## src/sv/htsed_pkg.sv

```systemverilog
package htsed_pkg;

	localparam int unsigned NSTAGES = 5;
	localparam int unsigned PAT_MAX = 6;
	localparam int unsigned QUEUE_DEPTH = 4;

	localparam logic [7:0] CH_AMP = 8'h26;
	localparam logic [7:0] CH_LT  = 8'h3C;
	localparam logic [7:0] CH_GT  = 8'h3E;

	typedef enum logic {
		KIND_TEXT = 1'b0,
		KIND_EOM  = 1'b1
	} kind_t;

	typedef struct packed {
		logic       kind;
		logic [7:0] in_byte;
	} in_item_t;

	typedef struct packed {
		logic [7:0] out_byte;
		logic       has_byte;
		logic       end_of_message;
	} out_item_t;

	// word moved between the internal parts: a text byte or an end marker
	typedef struct packed {
		logic       eom;
		logic [7:0] data;
	} tok_t;

	// &lt; &gt; &amp; &apos; &nbsp;
	localparam logic [7:0] PAT [NSTAGES][PAT_MAX] = '{
		'{8'h26, 8'h6C, 8'h74, 8'h3B, 8'h00, 8'h00},
		'{8'h26, 8'h67, 8'h74, 8'h3B, 8'h00, 8'h00},
		'{8'h26, 8'h61, 8'h6D, 8'h70, 8'h3B, 8'h00},
		'{8'h26, 8'h61, 8'h70, 8'h6F, 8'h73, 8'h3B},
		'{8'h26, 8'h6E, 8'h62, 8'h73, 8'h70, 8'h3B}
	};

	localparam logic [2:0] PAT_LEN [NSTAGES] = '{3'd4, 3'd4, 3'd5, 3'd6, 3'd6};

	localparam logic [7:0] REP [NSTAGES] = '{8'h3C, 8'h3E, 8'h26, 8'h27, 8'h20};

endpackage

```

## src/sv/htsed_front.sv

```systemverilog
module htsed_front
	import htsed_pkg::*;
(
	input  logic     clk,
	input  logic     arst_n,
	input  logic     valid,
	output logic     stall,
	input  in_item_t item,
	output logic     push,
	input  logic     full,
	output tok_t     push_tok
);

	logic in_tag_q;
	logic take;
	logic keep;

	assign stall = full;
	assign take  = valid && !full;

	always_comb begin
		keep = 1'b0;
		if (item.kind == KIND_EOM) begin
			keep = 1'b1;
		end else if (!in_tag_q && item.in_byte != CH_LT) begin
			keep = 1'b1;
		end
	end

	assign push          = take && keep;
	assign push_tok.eom  = (item.kind == KIND_EOM);
	assign push_tok.data = item.in_byte;

	// tag state survives end of message
	always_ff @(posedge clk or negedge arst_n) begin
		if (!arst_n) begin
			in_tag_q <= 1'b0;
		end else if (take && item.kind == KIND_TEXT) begin
			if (in_tag_q) begin
				if (item.in_byte == CH_GT) begin
					in_tag_q <= 1'b0;
				end
			end else if (item.in_byte == CH_LT) begin
				in_tag_q <= 1'b1;
			end
		end
	end

endmodule

```

## src/sv/htsed_queue.sv

```systemverilog
module htsed_queue
	import htsed_pkg::*;
#(
	parameter int unsigned DEPTH = QUEUE_DEPTH
) (
	input  logic clk,
	input  logic arst_n,
	input  logic push,
	output logic full,
	input  tok_t push_tok,
	output logic valid,
	input  logic stall,
	output tok_t tok
);

	localparam int unsigned PW = (DEPTH > 1) ? $clog2(DEPTH) : 1;
	localparam int unsigned CW = $clog2(DEPTH + 1);
	localparam logic [PW-1:0] LAST = PW'(DEPTH - 1);

	tok_t          mem_q [DEPTH];
	logic [PW-1:0] wr_ptr_q;
	logic [PW-1:0] rd_ptr_q;
	logic [CW-1:0] count_q;
	logic          pop;

	assign full  = (count_q == CW'(DEPTH));
	assign valid = (count_q != '0);
	assign tok   = mem_q[rd_ptr_q];
	assign pop   = valid && !stall;

	always_ff @(posedge clk) begin
		if (push) begin
			mem_q[wr_ptr_q] <= push_tok;
		end
	end

	always_ff @(posedge clk or negedge arst_n) begin
		if (!arst_n) begin
			wr_ptr_q <= '0;
			rd_ptr_q <= '0;
			count_q  <= '0;
		end else begin
			if (push) begin
				wr_ptr_q <= (wr_ptr_q == LAST) ? '0 : wr_ptr_q + 1'b1;
			end
			if (pop) begin
				rd_ptr_q <= (rd_ptr_q == LAST) ? '0 : rd_ptr_q + 1'b1;
			end
			if (push && !pop) begin
				count_q <= count_q + 1'b1;
			end else if (pop && !push) begin
				count_q <= count_q - 1'b1;
			end
		end
	end

endmodule

```

## src/sv/htsed_stage.sv

```systemverilog
module htsed_stage
	import htsed_pkg::*;
#(
	parameter int unsigned STAGE_IDX = 0
) (
	input  logic clk,
	input  logic arst_n,
	input  logic in_valid,
	output logic in_stall,
	input  tok_t in_tok,
	output logic out_valid,
	input  logic out_stall,
	output tok_t out_tok
);

	localparam logic [2:0] PLEN = PAT_LEN[STAGE_IDX];
	localparam logic [7:0] RBYTE = REP[STAGE_IDX];

	logic       ovalid_q;
	tok_t       odata_q;
	logic [2:0] prog_q, prog_d;
	logic [2:0] rel_idx_q, rel_idx_d;
	logic [2:0] rel_end_q, rel_end_d;
	logic       pend_q, pend_d;
	tok_t       pend_tok_q, pend_tok_d;
	logic       releasing;
	logic       busy;
	logic       out_free;
	logic       take;
	logic       emit;
	tok_t       emit_tok;

	assign releasing = (rel_idx_q != rel_end_q);
	assign busy      = releasing || pend_q;
	assign out_free  = !ovalid_q || !out_stall;
	assign in_stall  = busy || !out_free;
	assign take      = in_valid && !in_stall;
	assign out_valid = ovalid_q;
	assign out_tok   = odata_q;

	always_comb begin
		prog_d     = prog_q;
		rel_idx_d  = rel_idx_q;
		rel_end_d  = rel_end_q;
		pend_d     = pend_q;
		pend_tok_d = pend_tok_q;
		emit       = 1'b0;
		emit_tok   = '0;
		if (busy) begin
			if (out_free) begin
				emit = 1'b1;
				if (releasing) begin
					emit_tok  = '{eom: 1'b0, data: PAT[STAGE_IDX][rel_idx_q]};
					rel_idx_d = rel_idx_q + 3'd1;
				end else begin
					emit_tok = pend_tok_q;
					pend_d   = 1'b0;
				end
			end
		end else if (take) begin
			if (in_tok.eom) begin
				// flush held prefix, then pass the marker on
				prog_d = '0;
				emit   = 1'b1;
				if (prog_q == '0) begin
					emit_tok = in_tok;
				end else begin
					emit_tok   = '{eom: 1'b0, data: PAT[STAGE_IDX][0]};
					rel_idx_d  = 3'd1;
					rel_end_d  = prog_q;
					pend_d     = 1'b1;
					pend_tok_d = in_tok;
				end
			end else if (in_tok.data == PAT[STAGE_IDX][prog_q]) begin
				if (3'(prog_q + 3'd1) == PLEN) begin
					prog_d   = '0;
					emit     = 1'b1;
					emit_tok = '{eom: 1'b0, data: RBYTE};
				end else begin
					prog_d = prog_q + 3'd1;
				end
			end else if (prog_q == '0) begin
				emit     = 1'b1;
				emit_tok = in_tok;
			end else begin
				// mismatch: release prefix; a fresh '&' restarts the match
				emit      = 1'b1;
				emit_tok  = '{eom: 1'b0, data: PAT[STAGE_IDX][0]};
				rel_idx_d = 3'd1;
				rel_end_d = prog_q;
				if (in_tok.data == CH_AMP) begin
					prog_d = 3'd1;
				end else begin
					prog_d     = '0;
					pend_d     = 1'b1;
					pend_tok_d = in_tok;
				end
			end
		end
	end

	always_ff @(posedge clk) begin
		if (emit) begin
			odata_q <= emit_tok;
		end
		pend_tok_q <= pend_tok_d;
	end

	always_ff @(posedge clk or negedge arst_n) begin
		if (!arst_n) begin
			ovalid_q  <= 1'b0;
			prog_q    <= '0;
			rel_idx_q <= '0;
			rel_end_q <= '0;
			pend_q    <= 1'b0;
		end else begin
			if (emit) begin
				ovalid_q <= 1'b1;
			end else if (!out_stall) begin
				ovalid_q <= 1'b0;
			end
			prog_q    <= prog_d;
			rel_idx_q <= rel_idx_d;
			rel_end_q <= rel_end_d;
			pend_q    <= pend_d;
		end
	end

endmodule

```

## src/sv/html_tag_strip_entity_decode_top.sv

```systemverilog
// channel  valid      stall      word
// src      src_valid  src_stall  src_item  (kind, in_byte)
// dst      dst_valid  dst_stall  dst_item  (out_byte, has_byte, end_of_message)
//
// One input word per cycle while no stage is busy and dst_stall is low; a '<'
// .. '>' span produces no output words. A replacer stage that releases a held
// prefix stalls its input while it sends the held bytes out and then the
// breaking byte unless it is a fresh '&'; an end marker waits behind the
// bytes held in each stage. Path from src to dst: queue, then five stages.
// Reset clears tag flag, match counts and all valid flags.
module html_tag_strip_entity_decode_top
	import htsed_pkg::*;
#(
	parameter int unsigned QDEPTH = QUEUE_DEPTH
) (
	input  logic      clk,
	input  logic      arst_n,
	input  logic      src_valid,
	output logic      src_stall,
	input  in_item_t  src_item,
	output logic      dst_valid,
	input  logic      dst_stall,
	output out_item_t dst_item
);

	logic push;
	logic full;
	tok_t push_tok;

	logic ch_valid [NSTAGES+1];
	logic ch_stall [NSTAGES+1];
	tok_t ch_tok   [NSTAGES+1];

	htsed_front u_front (
		.clk      (clk),
		.arst_n   (arst_n),
		.valid    (src_valid),
		.stall    (src_stall),
		.item     (src_item),
		.push     (push),
		.full     (full),
		.push_tok (push_tok)
	);

	htsed_queue #(
		.DEPTH (QDEPTH)
	) u_queue (
		.clk      (clk),
		.arst_n   (arst_n),
		.push     (push),
		.full     (full),
		.push_tok (push_tok),
		.valid    (ch_valid[0]),
		.stall    (ch_stall[0]),
		.tok      (ch_tok[0])
	);

	for (genvar g = 0; g < NSTAGES; g++) begin : g_stage
		htsed_stage #(
			.STAGE_IDX (g)
		) u_stage (
			.clk       (clk),
			.arst_n    (arst_n),
			.in_valid  (ch_valid[g]),
			.in_stall  (ch_stall[g]),
			.in_tok    (ch_tok[g]),
			.out_valid (ch_valid[g+1]),
			.out_stall (ch_stall[g+1]),
			.out_tok   (ch_tok[g+1])
		);
	end

	assign ch_stall[NSTAGES] = dst_stall;
	assign dst_valid         = ch_valid[NSTAGES];

	always_comb begin
		dst_item.out_byte       = ch_tok[NSTAGES].eom ? 8'h00 : ch_tok[NSTAGES].data;
		dst_item.has_byte       = !ch_tok[NSTAGES].eom;
		dst_item.end_of_message = ch_tok[NSTAGES].eom;
	end

endmodule
```

## config.mk

```make
export PLATFORM = sky130hd
export DESIGN_NAME = html_tag_strip_entity_decode_top
export DESIGN_NICKNAME = d
export VERILOG_FILES = /design/src/sv/htsed_pkg.sv /design/src/sv/htsed_front.sv /design/src/sv/htsed_queue.sv /design/src/sv/htsed_stage.sv /design/src/sv/html_tag_strip_entity_decode_top.sv
export SDC_FILE = /design/constraint.sdc
export NUM_CORES = 1
export LEC_CHECK = 0
export ABC_CLOCK_PERIOD_IN_PS = 3800
export BUFFER_PORTS_ARGS = -buffer_cell sky130_fd_sc_hd__buf_2
export CAP_MARGIN = 20
export CORE_MARGIN = 2
export CORE_UTILIZATION = 55
export CTS_BUF_LIST = sky130_fd_sc_hd__clkbuf_8 sky130_fd_sc_hd__clkbuf_16
export CTS_CLUSTER_SIZE = 25
export DETAILED_ROUTE_END_ITERATION = 8
export PLACE_DENSITY = 0.74
export SYNTH_ARGS = -nofsm -noshare
export SYNTH_HDL_FRONTEND = slang
export SYNTH_SLANG_ARGS = --single-unit
```

## constraint.sdc

```tcl
create_clock -name clk -period 3.8 [get_ports clk]
set_clock_uncertainty 0.1 [all_clocks]
set_input_delay 0.38 -clock clk [delete_from_list [all_inputs] [get_ports clk]]
set_output_delay 0.38 -clock clk [all_outputs]
set_load 0.02 [all_outputs]
```

==> flow_summary.json <==
{
  "clock_latency_ps": 430,
  "power.leakage_nw": 4.21,
  "netlist_area_sq_um": 9890,
  "cts_setup_buffers": 0,
  "synth_nets": 934,
  "yosys_warnings": 0,
  "endpoint_kind": "flop",
  "final-hold-violation-count": 0,
  "grt_pass1_wl_um": 34100,
  "clk_pin_slew_ps": 80,
  "crit_required_ps": 3800,
  "grt_max_degree": 33,
  "cp-start-kind": "flop",
  "drive_gt1_share_pct": 10.8,
  "coreArea_sq_um": 17800,
  "yosys_most_used_dff": "edfxtp_1",
  "yosysSeqAreaShare_pct": 54.2,
  "grt_pass1_vias": 6876,
  "status": "finished, final reports clean",
  "die_area_sq_um": 19100,
  "wl_per_cell_um": 17.8,
  "maxSlewViolCount": 0,
  "gp_congestion": 0.888,
  "syn_avg_cell_area_sq_um": 11.4,
  "setup_viol_count_final": 0,
  "wirelength_um": 20600,
  "slowest_delay_ps": 860,
  "regToRegSetupSlack_ps": 350,
  "syn-instance-count": 871,
  "cts_resized": 0,
  "firstDrtPassIters": 5,
  "numPortBuffers": 24,
  "fin_crit_ps": 3450,
  "dpl_worst_slack_ps": 364,
  "h-tree-depth": 4,
  "max_freq_mhz": 290,
  "crit_fanout": 19,
  "numClockSinks": 189,
  "ir_drop_uv": 362,
  "tritoncts": "yes",
  "synth_cell_types": 74,
  "rows": 49,
  "numCtsBuffers": 17,
  "layout_common_cells": "edfxtp_1 (126), nand2_1 (80), nor2_1 (65)",
  "die_h_um": 138,
  "viasPerCell": 5.98,
  "min_period_over_period_pct": 90.7,
  "cts_hold_buffers": 1,
  "grt_overflow": 0,
  "synth-edff-count": 126,
  "setup_slack_ps": 352,
  "start_util_pct": 55.6,
  "postRouteAntennaNets": 0,
  "vias": 6916,
  "diodes": 0,
  "layout_commonest_cell": "edfxtp_1",
  "drv_cap": 0,
  "antenna_found_initial": 0,
  "cts_root_buffer": "clkbuf_16",
  "slew_headroom_pct": 46.2,
  "boundaryPins": 25,
  "rsz0062_at_grt": "false",
  "hp-class": "in -> reg",
  "arrival_ps": 3450,
  "fin_nets": 977,
  "worstSetupPathType": "reg -> reg",
  "dp_hpwl_um": 15300,
  "power.density_nw_per_um2": 587,
  "worstPathCellList": "mux4_1, a21o_1, a221o_1, a211oi_4, o211ai_4, o21ai_0, nand2_1",
  "area_delta_synth_final_pct": 10.5,
  "clock_path_buffers": 2,
  "drtIter0Drc": 535,
  "grtUsageTotal_pct": 22.1,
  "drc": 0,
  "die_w_um": 138,
  "max_slew.worst_pin.slew_ps": 801,
  "final.setup.tns_ps": 0,
  "slowest_stage": "dfrtp_1",
  "fillers": 1414,
  "ys_ff_latch": 189,
  "synth-async-reset-ratio_pct": 33.3
}
cells in the mapped netlist, types with 16 or more instances:
library cell  count  area [sq um]
nor2_1           65           244
edfxtp_1        126          3780
a21oi_1          29           145
o21ai_0          59           295
xnor2_1          22           193
inv_1            53           199
nor3_1           18          90.1
nor2b_1          16           100
nand2_1          80           300
mux2i_1          26           260
nand3_1          21           105
dfrtp_1          63          1580
ha_1             49           613
o22ai_1          20           125
power by group:
part	total [mW]	switching (mW)	internal (mW)	leakage, nW
Combinational	1.78	1.09	0.695	2.00
Clock	1.72	0.844	0.876	0.277
Sequential	2.91	0.306	2.60	1.93
Total	6.41	2.24	4.17	4.21
stage by stage:
step	hold slack (ps)	power [mW]	util (%)	area, sq um	cells
6_report	82.2	6.41	61.4	10900	1156
5_1_grt	75.3	6.81	61.4	10900	1156
4_1_cts	65.0	6.43	61.4	10900	1156
3_5_place_dp	388	4.72	58.2	10300	1123
3_3_place_gp	386	4.68	58.2	10300	1123
2_1_floorplan	-15.6	4.21	-	9890	871
logic make-up (layout without fill, tap and decap cells):
logic type	count (synthesis)	count (layout)	synth area share (%)
adders and majority gates	50	50	6.40
AOI/OAI and AO/OA	199	199	13.6
buffers and inverters	73	129	2.90
xor gates and xnor gates	36	36	3.19
muxes	43	43	5.29
DFF	189	189	54.2
and+or+nand+nor	281	281	14.4
worst paths after layout:
kind | from | to | cells past startpoint
max | u_queue.rd_ptr_q[1] | g_stage[0].u_stage.out_tok[0] | 7
max in group asynchronous | arst_n | g_stage[1].u_stage.out_valid | 3
max reg2reg | u_queue.rd_ptr_q[1] | g_stage[0].u_stage.out_tok[0] | 7
min | src_item[5] | u_queue.mem_q[3][5] | 1
min in group asynchronous | arst_n | u_queue.rd_ptr_q[1] | 2
min reg2reg | g_stage[2].u_stage.out_tok[5] | g_stage[3].u_stage.pend_tok_q[5] | 0
routing by layer:
layer  routed length (um)  up-vias  GRT usage, %
met2                10100      245          36.8
met5                    0        -             0
li1                     -     3326             -
met1                 8910     3301          29.1
met3                 1040       44          3.33
met4                  472        0          9.83
critical path, delay by kind of cell (launching register included):
kind	cells	cell delay, ps
DFF	1	860
muxes	1	470
AOI/OAI and AO/OA	5	1370
and+or+nand+nor	1	340
flip-flops by register name, summed over array words and instances, names as in the netlist:
register and flops:
g_stage.u_stage.out_tok 45, g_stage.u_stage.pend_tok_q 45, u_queue.mem_q 36, g_stage.u_stage.prog_q 15, g_stage.u_stage.rel_end_q 15, g_stage.u_stage.rel_idx_q 15, g_stage.u_stage.out_valid 5, g_stage.u_stage.pend_q 5
u_queue.count_q 3, u_queue.rd_ptr_q 2, u_queue.wr_ptr_q 2, u_front.in_tag_q 1
cell type report:
| type | count | area [sq um] | area share (%) |
|---|---|---|---|
| clock buffers | 17 | 425 | 3.89 |
| clock inverters | 15 | 149 | 1.36 |
| inverters | 55 | 206 | 1.89 |
| multi-input cells | 609 | 4240 | 38.8 |
| flip-flops and latches | 189 | 5360 | 49.1 |
| well taps | 229 | 287 | 2.62 |
| repair buffers | 42 | 258 | 2.36 |
No activity file was read; power rests on OpenSTA's default activity.
